## config.mk

```make
export PLATFORM = sky130hd
export DESIGN_NAME = vram_texture_bump_allocator_core
export DESIGN_NICKNAME = d
export VERILOG_FILES = /design/src/vtba_pkg.sv /design/src/vtba_size.sv /design/src/vtba_alloc.sv /design/src/vram_texture_bump_allocator_core.sv
export SDC_FILE = /design/constraint.sdc
export NUM_CORES = 1
export LEC_CHECK = 0
export BUFFER_PORTS_ARGS = -buffer_cell sky130_fd_sc_hd__buf_4
export CAP_MARGIN = 40
export CORE_UTILIZATION = 45
export CTS_CLUSTER_SIZE = 8
export DETAILED_ROUTE_END_ITERATION = 10
export GPL_ROUTABILITY_DRIVEN = 0
export GPL_TIMING_DRIVEN = 0
export PLACE_DENSITY_LB_ADDON = 0.2
export SLEW_MARGIN = 20
export SYNTH_ARGS = -nofsm -noshare
export SYNTH_HDL_FRONTEND = slang
export SYNTH_SLANG_ARGS = --single-unit
```

## constraint.sdc

```tcl
create_clock -name clock -period 8.41 [get_ports clock]
set_input_delay 0.841 -clock clock [delete_from_list [all_inputs] [get_ports clock]]
set_output_delay 0.841 -clock clock [all_outputs]
set_load 0.01 [all_outputs]
```

## src/vtba_pkg.sv

```systemverilog
// Shared types, constants and format geometry tables for the VRAM bump allocator.
`timescale 1ns / 1ps
`default_nettype none

package vtba_pkg;

   localparam int ADDR_W = 21;
   localparam int SIZE_W = 23;
   localparam int DIM_W  = 12;
   localparam int FMT_W  = 4;
   localparam int ACT_W  = 2;
   localparam int CSR_ADDR_W = 3;
   localparam int CSR_DATA_W = 32;

   localparam logic [ACT_W-1:0] ACT_QUERY = 2'd0;
   localparam logic [ACT_W-1:0] ACT_ALLOC = 2'd1;
   localparam logic [ACT_W-1:0] ACT_FREE  = 2'd2;

   localparam logic [FMT_W-1:0] FMT_LAST = 4'd12;

   localparam logic [SIZE_W-1:0] SIZE_SAT    = 23'h7F_FFFF;
   localparam logic [ADDR_W-1:0] LIMIT_RESET = 21'h10_0000;

   // register index taken from paddr[2]
   localparam logic REG_LIMIT = 1'b0;

   // 2x2 block section search: bounds on major and minor axis, offsets per set
   localparam logic [4:0] CASE_A [8] = '{5'd2, 5'd2, 5'd4, 5'd4, 5'd2, 5'd2, 5'd4, 5'd4};
   localparam logic [4:0] CASE_B [8] = '{5'd2, 5'd4, 5'd2, 5'd4, 5'd6, 5'd8, 5'd6, 5'd8};
   localparam logic [4:0] SECT_ADD [4][8] = '{
      '{5'd0,  5'd4,  5'd8,  5'd12, 5'd16, 5'd20, 5'd24, 5'd28},
      '{5'd24, 5'd28, 5'd16, 5'd20, 5'd8,  5'd12, 5'd0,  5'd4},
      '{5'd0,  5'd8,  5'd16, 5'd24, 5'd4,  5'd12, 5'd4,  5'd28},
      '{5'd24, 5'd16, 5'd8,  5'd0,  5'd28, 5'd20, 5'd12, 5'd4}};

   // Per-format geometry, dimensions as log2
   typedef struct packed {
      logic [2:0] page_w_log2;
      logic [2:0] page_h_log2;
      logic [2:0] blk_w_log2;
      logic [2:0] blk_h_log2;
      logic       tall;
      logic [1:0] sect_set;
   } fmt_geom_type;

   function automatic fmt_geom_type fmt_geom(input logic [FMT_W-1:0] fmt);
      fmt_geom_type g;
      unique case (fmt)
         4'd0, 4'd1, 4'd6, 4'd7, 4'd8, 4'd9, 4'd10:
            g = '{3'd6, 3'd5, 3'd3, 3'd3, 1'b0, 2'd0};
         4'd2:  g = '{3'd6, 3'd6, 3'd4, 3'd3, 1'b1, 2'd0};
         4'd3:  g = '{3'd6, 3'd6, 3'd4, 3'd3, 1'b1, 2'd2};
         4'd4:  g = '{3'd7, 3'd6, 3'd4, 3'd4, 1'b0, 2'd0};
         4'd5:  g = '{3'd7, 3'd7, 3'd5, 3'd4, 1'b1, 2'd0};
         4'd11: g = '{3'd6, 3'd6, 3'd4, 3'd3, 1'b1, 2'd1};
         4'd12: g = '{3'd6, 3'd6, 3'd4, 3'd3, 1'b1, 2'd3};
         default: g = '{3'd6, 3'd5, 3'd3, 3'd3, 1'b0, 2'd0};
      endcase
      return g;
   endfunction

   // Item between the size stage and the allocate stage
   typedef struct packed {
      logic [ACT_W-1:0]  action;
      logic              fmt_ok;
      logic [SIZE_W-1:0] size_words;
      logic [ADDR_W-1:0] free_address;
   } stage_item_type;

endpackage

`default_nettype wire

```

## src/vtba_size.sv

```systemverilog
// Surface size calculation: page count, section offset, partial block count, alignment.
`timescale 1ns / 1ps
`default_nettype none

module vtba_size (
   input  wire logic [vtba_pkg::DIM_W-1:0]  surface_width,
   input  wire logic [vtba_pkg::DIM_W-1:0]  surface_height,
   input  wire logic [vtba_pkg::FMT_W-1:0]  pixel_format,
   input  wire logic                        align_to_page,
   output logic      [vtba_pkg::SIZE_W-1:0] size_words
);
   import vtba_pkg::*;

   fmt_geom_type geom;
   logic [6:0]  w_mask;
   logic [6:0]  h_mask;
   logic [12:0] w_sum;
   logic [12:0] h_sum;
   logic [6:0]  w_pages;
   logic [7:0]  h_pages;
   logic [6:0]  w_low;
   logic [6:0]  h_low;
   logic [7:0]  w_rem;
   logic [7:0]  h_rem;
   logic [14:0] pages;
   logic [14:0] pages_m1;
   logic [4:0]  major;
   logic [4:0]  minor;
   logic [4:0]  sect;
   logic        found;
   logic        major_odd;
   logic        minor_odd;
   logic [2:0]  quad;
   logic [18:0] blocks;
   logic [24:0] words;
   logic [24:0] aligned;

   assign geom = fmt_geom(pixel_format);

   assign w_mask = 7'((8'd1 << geom.page_w_log2) - 8'd1);
   assign h_mask = 7'((8'd1 << geom.page_h_log2) - 8'd1);

   // whole pages along each axis, rounded up
   assign w_sum   = {1'b0, surface_width} + {6'd0, w_mask};
   assign h_sum   = {1'b0, surface_height} + {6'd0, h_mask};
   assign w_pages = 7'(w_sum >> geom.page_w_log2);
   assign h_pages = 8'(h_sum >> geom.page_h_log2);

   // remainder in the last page, a full page when it divides evenly
   assign w_low = surface_width[6:0] & w_mask;
   assign h_low = surface_height[6:0] & h_mask;
   assign w_rem = (w_low == 7'd0) ? (8'd1 << geom.page_w_log2) : {1'b0, w_low};
   assign h_rem = (h_low == 7'd0) ? (8'd1 << geom.page_h_log2) : {1'b0, h_low};

   assign pages    = {8'd0, w_pages} * {7'd0, h_pages};
   assign pages_m1 = pages - 15'd1;

   always_comb begin
      if (geom.tall) begin
         major = 5'(w_rem >> geom.blk_w_log2);
         minor = 5'(h_rem >> geom.blk_h_log2);
      end else begin
         major = 5'(h_rem >> geom.blk_h_log2);
         minor = 5'(w_rem >> geom.blk_w_log2);
      end
   end

   // first section case whose bounds hold
   always_comb begin
      sect  = 5'd0;
      found = 1'b0;
      for (int i = 0; i < 8; i++) begin
         if (!found && major <= CASE_A[i] && minor <= CASE_B[i]) begin
            sect  = SECT_ADD[geom.sect_set][i];
            found = 1'b1;
         end
      end
   end

   // a zero count counts as one block, which is odd
   assign major_odd = major[0] | (major == 5'd0);
   assign minor_odd = minor[0] | (minor == 5'd0);
   assign quad      = {1'b0, ({major_odd, minor_odd} ^ 2'b11)} + 3'd1;

   assign blocks  = 19'({pages_m1, 5'd0}) + 19'(sect) + 19'(quad);
   assign words   = {blocks, 6'd0};
   assign aligned = align_to_page ? ((words + 25'd2047) & ~25'd2047) : words;

   always_comb begin
      if (surface_width == '0 || surface_height == '0) begin
         size_words = '0;
      end else if (aligned > 25'(SIZE_SAT)) begin
         size_words = SIZE_SAT;
      end else begin
         size_words = aligned[SIZE_W-1:0];
      end
   end

endmodule

`default_nettype wire

```

## src/vtba_alloc.sv

```systemverilog
// Free pointer register, allocate/free decision and result payload register.
`timescale 1ns / 1ps
`default_nettype none

module vtba_alloc (
   input  wire logic                               clock,
   input  wire logic                               reset,
   input  wire logic                               load,
   input  wire vtba_pkg::stage_item_type           item,
   input  wire logic [vtba_pkg::ADDR_W-1:0]        vram_limit,
   output logic      [vtba_pkg::ADDR_W-1:0]        result_address,
   output logic      [vtba_pkg::SIZE_W-1:0]        size_words,
   output logic                                    success,
   output logic      [vtba_pkg::ADDR_W-1:0]        free_words
);
   import vtba_pkg::*;

   logic [ADDR_W-1:0] free_ptr_ff;
   logic [ADDR_W-1:0] free_ptr_in;
   logic [ADDR_W-1:0] address_ff;
   logic [ADDR_W-1:0] address_in;
   logic [SIZE_W-1:0] size_ff;
   logic              success_ff;
   logic              success_in;
   logic [ADDR_W-1:0] free_words_ff;
   logic [ADDR_W-1:0] free_words_in;
   logic [23:0]       next_sum;
   logic              fits;

   assign next_sum = {3'd0, free_ptr_ff} + {1'b0, item.size_words};
   assign fits     = next_sum <= {3'd0, vram_limit};

   always_comb begin
      free_ptr_in = free_ptr_ff;
      address_in  = '0;
      success_in  = 1'b0;
      priority if (item.action == ACT_FREE) begin
         free_ptr_in = item.free_address;
         success_in  = 1'b1;
      end else if (item.fmt_ok) begin
         if (item.action == ACT_QUERY) begin
            success_in = 1'b1;
         end else if (item.action == ACT_ALLOC && fits) begin
            address_in  = free_ptr_ff;
            free_ptr_in = next_sum[ADDR_W-1:0];
            success_in  = 1'b1;
         end
      end else begin
         // unknown format: report failure and hold the pointer
         success_in = 1'b0;
      end
      free_words_in = (vram_limit > free_ptr_in) ? (vram_limit - free_ptr_in) : '0;
   end

   always_ff @(posedge clock) begin
      if (reset) begin
         free_ptr_ff <= '0;
      end else if (load) begin
         free_ptr_ff <= free_ptr_in;
      end
   end

   always_ff @(posedge clock) begin
      if (load) begin
         address_ff    <= address_in;
         size_ff       <= item.size_words;
         success_ff    <= success_in;
         free_words_ff <= free_words_in;
      end
   end

   assign result_address = address_ff;
   assign size_words     = size_ff;
   assign success        = success_ff;
   assign free_words     = free_words_ff;

   a_ptr_holds_when_idle: assert property (@(posedge clock) disable iff (reset)
      !load |=> $stable(free_ptr_ff))
      else $error("free pointer moved without a committed item");

   a_alloc_advances_ptr: assert property (@(posedge clock) disable iff (reset)
      (load && item.action == ACT_ALLOC && success_in) |=>
         ({3'd0, free_ptr_ff} == 24'(result_address) + 24'(size_words)))
      else $error("allocate did not advance pointer by its size");

   a_free_sets_ptr: assert property (@(posedge clock) disable iff (reset)
      (load && item.action == ACT_FREE) |=> (free_ptr_ff == $past(item.free_address)))
      else $error("free did not move the pointer to its address");

endmodule

`default_nettype wire

```

## src/vram_texture_bump_allocator_core.sv

```systemverilog
// Top level: input register, size stage, allocate stage and configuration port.
`timescale 1ns / 1ps
`default_nettype none

// VRAM bump allocator. Each request transfer is a size query, an allocate or a
// free. The block is a three-register pipeline (request register, size
// register, result register) and takes one request every cycle while
// req_stall is low; a request passes through those registers in order. The free pointer is
// updated in the last stage, so back-to-back allocates see each other's
// pointer without a bubble. rsp_stall holds every stage that has no room, and
// req_stall rises only when all three stages hold an item. The VRAM limit is
// written over the APB-style port at byte address 0 and reads back there.
module vram_texture_bump_allocator_core (
   input  wire logic                               clock,
   input  wire logic                               reset,
   input  wire logic                               req_valid,
   output logic                                    req_stall,
   input  wire logic [vtba_pkg::ACT_W-1:0]         req_action,
   input  wire logic [vtba_pkg::DIM_W-1:0]         req_surface_width,
   input  wire logic [vtba_pkg::DIM_W-1:0]         req_surface_height,
   input  wire logic [vtba_pkg::FMT_W-1:0]         req_pixel_format,
   input  wire logic                               req_align_to_page,
   input  wire logic [vtba_pkg::ADDR_W-1:0]        req_free_address,
   output logic                                    rsp_valid,
   input  wire logic                               rsp_stall,
   output logic      [vtba_pkg::ADDR_W-1:0]        rsp_result_address,
   output logic      [vtba_pkg::SIZE_W-1:0]        rsp_size_words,
   output logic                                    rsp_success,
   output logic      [vtba_pkg::ADDR_W-1:0]        rsp_free_words,
   input  wire logic                               psel,
   input  wire logic                               penable,
   input  wire logic                               pwrite,
   input  wire logic [vtba_pkg::CSR_ADDR_W-1:0]    paddr,
   input  wire logic [vtba_pkg::CSR_DATA_W-1:0]    pwdata,
   output logic      [vtba_pkg::CSR_DATA_W-1:0]    prdata,
   output logic                                    pready
);
   import vtba_pkg::*;

   // configuration
   logic [ADDR_W-1:0] limit_ff;
   logic              csr_write;

   // request register
   logic              s1_valid_ff;
   logic              s1_valid_in;
   logic [ACT_W-1:0]  s1_action_ff;
   logic [DIM_W-1:0]  s1_width_ff;
   logic [DIM_W-1:0]  s1_height_ff;
   logic [FMT_W-1:0]  s1_format_ff;
   logic              s1_align_ff;
   logic [ADDR_W-1:0] s1_free_address_ff;

   // size register
   logic              s2_valid_ff;
   logic              s2_valid_in;
   stage_item_type    s2_item_ff;
   stage_item_type    s2_item_in;

   logic              rsp_valid_ff;
   logic              rsp_valid_in;

   logic              out_move;
   logic              s2_move;
   logic              s1_move;
   logic              req_take;
   logic [SIZE_W-1:0] calc_size;

   // each stage advances when the one after it has room
   assign out_move  = !rsp_valid_ff || !rsp_stall;
   assign s2_move   = !s2_valid_ff || out_move;
   assign s1_move   = !s1_valid_ff || s2_move;
   assign req_stall = !s1_move;
   assign req_take  = req_valid && s1_move;

   assign pready    = 1'b1;
   assign csr_write = psel && penable && pwrite && (paddr[2] == REG_LIMIT);
   assign prdata    = (paddr[2] == REG_LIMIT) ? CSR_DATA_W'(limit_ff) : '0;

   always_ff @(posedge clock) begin
      if (reset) begin
         limit_ff <= LIMIT_RESET;
      end else if (csr_write) begin
         limit_ff <= pwdata[ADDR_W-1:0];
      end
   end

   assign s1_valid_in  = s1_move ? req_valid : s1_valid_ff;
   assign s2_valid_in  = s2_move ? s1_valid_ff : s2_valid_ff;
   assign rsp_valid_in = out_move ? s2_valid_ff : rsp_valid_ff;

   always_ff @(posedge clock) begin
      if (reset) begin
         s1_valid_ff  <= 1'b0;
         s2_valid_ff  <= 1'b0;
         rsp_valid_ff <= 1'b0;
      end else begin
         s1_valid_ff  <= s1_valid_in;
         s2_valid_ff  <= s2_valid_in;
         rsp_valid_ff <= rsp_valid_in;
      end
   end

   always_ff @(posedge clock) begin
      if (req_take) begin
         s1_action_ff       <= req_action;
         s1_width_ff        <= req_surface_width;
         s1_height_ff       <= req_surface_height;
         s1_format_ff       <= req_pixel_format;
         s1_align_ff        <= req_align_to_page;
         s1_free_address_ff <= req_free_address;
      end
   end

   vtba_size u_size (
      .surface_width  (s1_width_ff),
      .surface_height (s1_height_ff),
      .pixel_format   (s1_format_ff),
      .align_to_page  (s1_align_ff),
      .size_words     (calc_size)
   );

   // drop the size for frees and unknown formats
   always_comb begin
      s2_item_in.action       = s1_action_ff;
      s2_item_in.fmt_ok       = s1_format_ff <= FMT_LAST;
      s2_item_in.free_address = s1_free_address_ff;
      if (s1_action_ff == ACT_FREE || s1_format_ff > FMT_LAST) begin
         s2_item_in.size_words = '0;
      end else begin
         s2_item_in.size_words = calc_size;
      end
   end

   always_ff @(posedge clock) begin
      if (s2_move && s1_valid_ff) begin
         s2_item_ff <= s2_item_in;
      end
   end

   vtba_alloc u_alloc (
      .clock          (clock),
      .reset          (reset),
      .load           (s2_valid_ff && out_move),
      .item           (s2_item_ff),
      .vram_limit     (limit_ff),
      .result_address (rsp_result_address),
      .size_words     (rsp_size_words),
      .success        (rsp_success),
      .free_words     (rsp_free_words)
   );

   assign rsp_valid = rsp_valid_ff;

   a_stall_only_when_full: assert property (@(posedge clock) disable iff (reset)
      req_stall |-> (s1_valid_ff && s2_valid_ff && rsp_valid_ff))
      else $error("request stalled with room in the pipeline");

   a_size_block_multiple: assert property (@(posedge clock) disable iff (reset)
      s2_valid_ff |-> (s2_item_ff.size_words[5:0] == 6'd0 ||
                       s2_item_ff.size_words == SIZE_SAT))
      else $error("surface size is not a whole number of blocks");

   a_free_within_limit: assert property (@(posedge clock) disable iff (reset)
      rsp_valid_ff |-> (rsp_free_words <= limit_ff))
      else $error("free word count exceeds the VRAM limit");

endmodule

`default_nettype wire

```

# After elaboration in Yosys (flattened, before gate mapping)
# Memories as Yosys holds them, arrays and structs flattened. A register that Yosys moved wholly into a read port is not among the register bits.
# Cells that the tools add are included.
# totals
n_memories	1
elab_cells	143
ff_bits	210
input_bits	94
rom_bits	192
out_inout_bits	101
# op_classes
bitwise_logic	9
n_reduce_logical	48
n_mux	33
add_sub_neg	11
mul	1
magnitude_cmp	12
n_shift	6
eq_ne	3
# memory_table
name	words	word_bits	rd	rd_clocked_by_memory_dff	wr	line	source
(name not given)	16	12	1	1	0	vtba_pkg.sv:48	unique case (fmt)
# ops
op	n
two-way mux 21 bit	5
binary-select mux 40 bit (select 2 bit)	1
two-way mux 40 bit	2
two-way mux 5 bit	10
adder 12 x 7 -> 13 bit	2
adder 25 x 11 -> 25 bit, second input constant	1
> comparator 25 x 23 -> 1 bit, second input constant	1
two-way mux 25 bit	1
adder 21 x 23 -> 24 bit	1
<= comparator 24 x 21 -> 1 bit	1
logical NOT 12 bit	2
two-way mux 23 bit	1
logical AND 1 bit	22
> comparator 21 bit	1
subtractor 21 bit	1
adder 19 x 3 -> 19 bit	1
adder 19 x 5 -> 19 bit	1
two-way mux 8 bit	2
<< shifter 1 x 3 -> 8 bit, first input constant	2
right shift 8 x 3 -> 5 bit	2
<= comparator 5 x 3 -> 1 bit, second input constant	3
bitwise AND 7 bit	2
logical NOT 7 bit	2
multiplier 7 x 8 -> 14 bit	1
other kinds (24)	55

# Logic depth before layout (Yosys ltp)
# logic_depth
depth_word	44
depth_mapped	44
mapped_depth_nobuf	43

# Cells and area by module
# A second synthesis with hierarchy kept.
# unflattened
cells_unflattened	1585
area_unflattened_um2	15511.1
# by_module_without_submodules
module	cells_per_inst	instances	area_each_um2	seq_area_each_um2
vtba_alloc	662	1	6291.0	2402.3
vtba_size	649	1	4704.5	0.0
vram_texture_bump_allocator_core	274	1	4515.6	3453.3

# Least setup slack after synthesis
# OpenSTA, ideal clock, no wires.
# synth_timing
path_kind	reg2reg
start	register s2_item_ff[26] (netlist name)
end	register u_alloc.free_words_ff[9] (netlist: u_alloc.free_words[9]), data pin
setup_time_ns	0.269
path_buffers	2
synth_period_minus_slack_ns	8.330
stages_incl_launch_ff	44
arrival_time_ns	8.061
slack_ns	0.080
t_required_ns	8.141
path_cell_list	edfxtp_1 ha_1 fa_1 a21o_1 a21oi_1 o21bai_1 a21oi_1 o21bai_1 a21oi_1 o21ai_0 and3_1 o21a_1 nor2_1 xor2_1 inv_1 ha_1 a21o_1 a21o_1 [... 8 more ...] mux2i_1 a21o_1 ha_1 nor2b_1 o21ai_0 a21oi_1 o21ai_0 a21oi_1 o21ai_0 a21oi_1 o21a_1 o21ai_0 a211o_1 a31o_2 o21ai_0 o31ai_1 clkbuf_1 nor3b_1
# synth_via
elab_chain_cells	8
elab_cells_between_ends	9
classes_between	add/sub (2); order compare (2); mux (4); reduce/logical (1)
# synth_lines
item	line	source
start, declared	vram_texture_bump_allocator_core.sv:57	stage_item_type s2_item_ff;
start signal, assigned	vram_texture_bump_allocator_core.sv:137	s2_item_ff <= s2_item_in;
adder 21 x 23 -> 24 bit (*)	vtba_alloc.sv:30	assign next_sum = {3'd0, free_ptr_ff} + {1'b0, item.size_words};
<= comparator 24 x 21 -> 1 bit	vtba_alloc.sv:31	assign fits = next_sum <= {3'd0, vram_limit};
logical AND 1 bit	vtba_alloc.sv:43	end else if (item.action == ACT_ALLOC && fits) begin
two-way mux 21 bit (*)	vtba_alloc.sv:43	
two-way mux 21 bit (*)	vtba_alloc.sv:41	if (item.action == ACT_QUERY) begin
two-way mux 21 bit (*)	vtba_alloc.sv:40	end else if (item.fmt_ok) begin
two-way mux 21 bit (*)	vtba_alloc.sv:37	priority if (item.action == ACT_FREE) begin
subtractor 21 bit / > comparator 21 bit (equally long branches)	vtba_alloc.sv:52	free_words_in = (vram_limit > free_ptr_in) ? (vram_limit - free_ptr_in) : '0;
end signal, assigned	vtba_alloc.sv:68	free_words_ff <= free_words_in;
end, declared	vtba_alloc.sv:25	logic [ADDR_W-1:0] free_words_ff;
# Mark *: on every way between the ends. The rest lies on a longest branch, timed or not.
# A chain may end at the register's enable or synchronous reset.

# Final worst setup path
# Same ends and word-level chain as after synthesis.

==> metrics.md <==
| Metric | Value |
|---|---|
| Vias | 13100 |
| Initial Util | 45.9% |
| DRT antenna net count | 0 |
| CP Class | register to register |
| Post-synthesis sequential area ratio | 38.1% |
| EDFF count, synth | 155 |
| Number of DRC markers in iteration 0 | 883 |
| Final Critical Period | 8.31 ns |
| DR vias/cell | 5.65 |
| Most common cell after layout, fill and taps aside | buf_4 |
| Slew headroom | 42.4% |
| DR WL/cell | 18.0 µm |
| Routed wire length | 41600 µm |
| Slew Limit Fails | 0 |
| Worst path bufs/invs | 6 |
| HP Class | register to register |
| Metal2 WL | 21400 µm |
| Clk root buf | clkbuf_16 |
| Hold path cells | 0 |
| Mean area per synthesized cell | 9.50 µm² |
| Final worst slack | 0.101 ns |
| RSZ-0062 raised after global routing | true |
| Syn. warnings | 0 |
| Area growth syn-to-layout | 26.3% |
| CP required | 8.72 ns |
| Worst hold path startpoint | s1_free_address_ff[9] |
| CTS tree | done |
| Ant. Diodes | 0 |
| HPWL Detailed | 31300 µm |
| Power per Cell Area | 397 mW/mm² |
| DP Worst Slack | -2.00 ns |
| Commonest non-fill, non-tap cells in the layout | buf_4, edfxtp_1, nand2_1, nor2_1, inv_1 |
| # fillers | 2793 |
| Slowest-stage cell, CP | edfxtp_1 |
| Max FO, Critical Path | 7 |
| Number of max-cap violations | 0 |
| Crit path top cell by count | a21o_1 |
| Asr flop ratio synth | 0% |
| Max Clock Skew | 0.0175 ns |
| Sequential cell area | 0.00572 mm² |
| Synth unique cells | 94 |
| Status | completed |
| Final Hold Fails | 0 |
| # nets final | 2078 |
| CTS max path bufs | 3 |
| Hold EP | s2_item_ff[9] |
| Worst r2r dst | u_alloc.free_words[9] |
| I/O pin cnt | 195 |
| WL met1 | 16400 µm |
| Total congestion overflow | 0 |
| Clock sink count | 208 |
| Vias in the first global route | 12500 |
| Worst-skew pair later-pin latency | 0.58 ns |
| Seq cells post-synth | 208 |
| Final period util | 98.8% |
| Main synth FF type | edfxtp_1 |
| Antenna violations before repair | 0 |
| CP endpoint kind | register |
| VDD IR max | 446 µV |
| Top delay family on crit path | compound AO/OA/AOI/OAI gates |
| Cell Area, Synth | 0.0150 mm² |
| Number of I/O port buffers | 168 |
| Initial DRT Pass Iterations | 5 |
| DRC | 0 |
| CTS H-tree depth | 1 |
| Depth of the most critical reg-to-reg path | 45 |
| Lkg Pwr | 0.00763 µW |
| Worst hold margin | 0.412 ns |
| Setup-failing EPs final | 0 |
| Worst-path clk slew | 0.05 ns |
| Setup TNS | 0 ns |
| Die height | 184 µm |
| Max Freq | 0.120 GHz |
| Slowest stage delay, CP | 0.51 ns |
| First-pass GRT wire length | 64000 µm |
| R2r setup slk | 0.10 ns |
| WL met3 | 2200 µm |
| R2R Path Start | s2_item_ff[26] |
| Horiz. Die Dim | 184 µm |
| Worst-margin pin slew | 0.861 ns |
| Fraction of layout instances using a drive strength above 1 | 24.1% |
| CP Launch Type | register |
| Top Metal Used | met4 |
| Area occupied by multi-input gates | 0.00909 mm² |
| Pin count of the biggest net entering global routing | 54 |
| Die area | 0.0340 mm² |
| Core Rows | 66 |
| WP data arrival | 8.62 ns |
| Num CTS Buffers | 30 |
| Post-Synthesis Cells | 1578 |
| GRT Util Overall | 24.0% |
| Core Footprint | 0.0326 mm² |
routing by layer:
metal	vias up	GRT usage [%]
met3	92	2.51
met2	457	44.8
met1	6220	28.1
li1	6290	-
met5	-	0
met4	0	9.20
layout make-up:
| class | count | area share [%] |
|---|---|---|
| Clock inverter | 2 | 0.185 |
| Buffer | 73 | 2.34 |
| Tap cell | 442 | 2.92 |
| Clock buffer | 54 | 4.50 |
| Multi-Input combinational cell | 1175 | 48.0 |
| Sequential cell | 208 | 30.2 |
| Inverter | 128 | 2.57 |
| Timing Repair Buffer | 229 | 9.26 |
cells in the mapped netlist (all sizes together) (33+ instances only):
cell type  count  area, µm²
a21oi        101        539
inv          126        473
nor3          70        350
clkbuf        45        169
dfxtp         53       1060
fa            36        721
and2          33        209
nor2         128        480
o21ai         45        225
xnor2         44        393
nand2        128        480
edfxtp       155       4650
ha           103       1290
sequential cells by signal, summed over array words and instances, names as in the netlist:
signal / count
limit_ff: 21
s1_format_ff: 4
s1_valid_ff: 1
u_alloc.size_words: 18
s1_align_ff: 1
u_alloc.free_ptr_ff: 21
u_size.geom: 8
s1_free_address_ff: 21
rsp_valid: 1
u_alloc.success: 1
u_alloc.result_address: 21
s1_action_ff: 2
u_alloc.free_words: 21
s1_width_ff: 12
s1_height_ff: 12
s2_valid_ff: 1
s2_item_ff: 42
worst max-delay path by stage:
| stage | cells after the start | startpoint | to |
|---|---|---|---|
| global route | 43 | s2_item_ff[26] | u_alloc.free_words[9] |
| floorplan | 43 | s2_item_ff[26] | u_alloc.free_words[9] |
| CTS | 32 | u_size.geom[9] | s2_item_ff[26] |
| finish | 45 | s2_item_ff[26] | u_alloc.free_words[9] |
| global placement | 42 | s2_item_ff[26] | u_alloc.free_words[9] |
| detailed placement | 42 | s2_item_ff[26] | u_alloc.free_words[9] |
where the power goes:
part / internal [µW] / switching [µW] / total, µW
clock: 676 / 454 / 1130
sequential: 1250 / 73.6 / 1320
combinational: 2250 / 2800 / 5060
total: 4180 / 3330 / 7510
through the flow:
stage | power [µW] | instance area, µm² | std cells | util (%)
global placement | 5470 | 16800 | 2198 | 51.6
CTS | 6880 | 18200 | 2286 | 55.9
floorplan | 4720 | 15000 | 1588 | -
finish | 7510 | 18900 | 2311 | 58.0
global route | 8080 | 18900 | 2311 | 58.0
detailed placement | 5580 | 16900 | 2203 | 51.8
kinds of logic (layout without fill, tap and decap cells):
group           count (synthesis)  after routing  share of synthesized area, %
simple gates                  563            563                          19.2
compound gates                369            369                          17.6
flops                         208            208                          38.1
buf+inv                       205            486                          5.86
fa+ha+maj                     139            139                          13.4
xor+xnor                       69             69                          4.08
mux                            23             23                          1.69
other cells                     2             12                        0.0501
worst reg2reg max path: cells and delay by family, from the launching register on:
family / cells / cell delay (ns)
flip-flops: 1 / 0.51
multiplexers: 1 / 0.22
buffers and inverters: 6 / 0.80
AO/OA/AOI/OAI: 31 / 5.25
AND/OR/NAND/NOR: 3 / 0.20
adder cells (fa/ha/maj): 4 / 1.09
what timing repair did:
action / CTS / global route
endpoints found under the setup margin: 39 / 39
cloned: 2 / 0
resized for setup: 63 / 107
setup buffers: 26 / 29
hold buffers: 0 / 0
pin swaps: 19 / 77
Power figures use the tool's default switching activity.
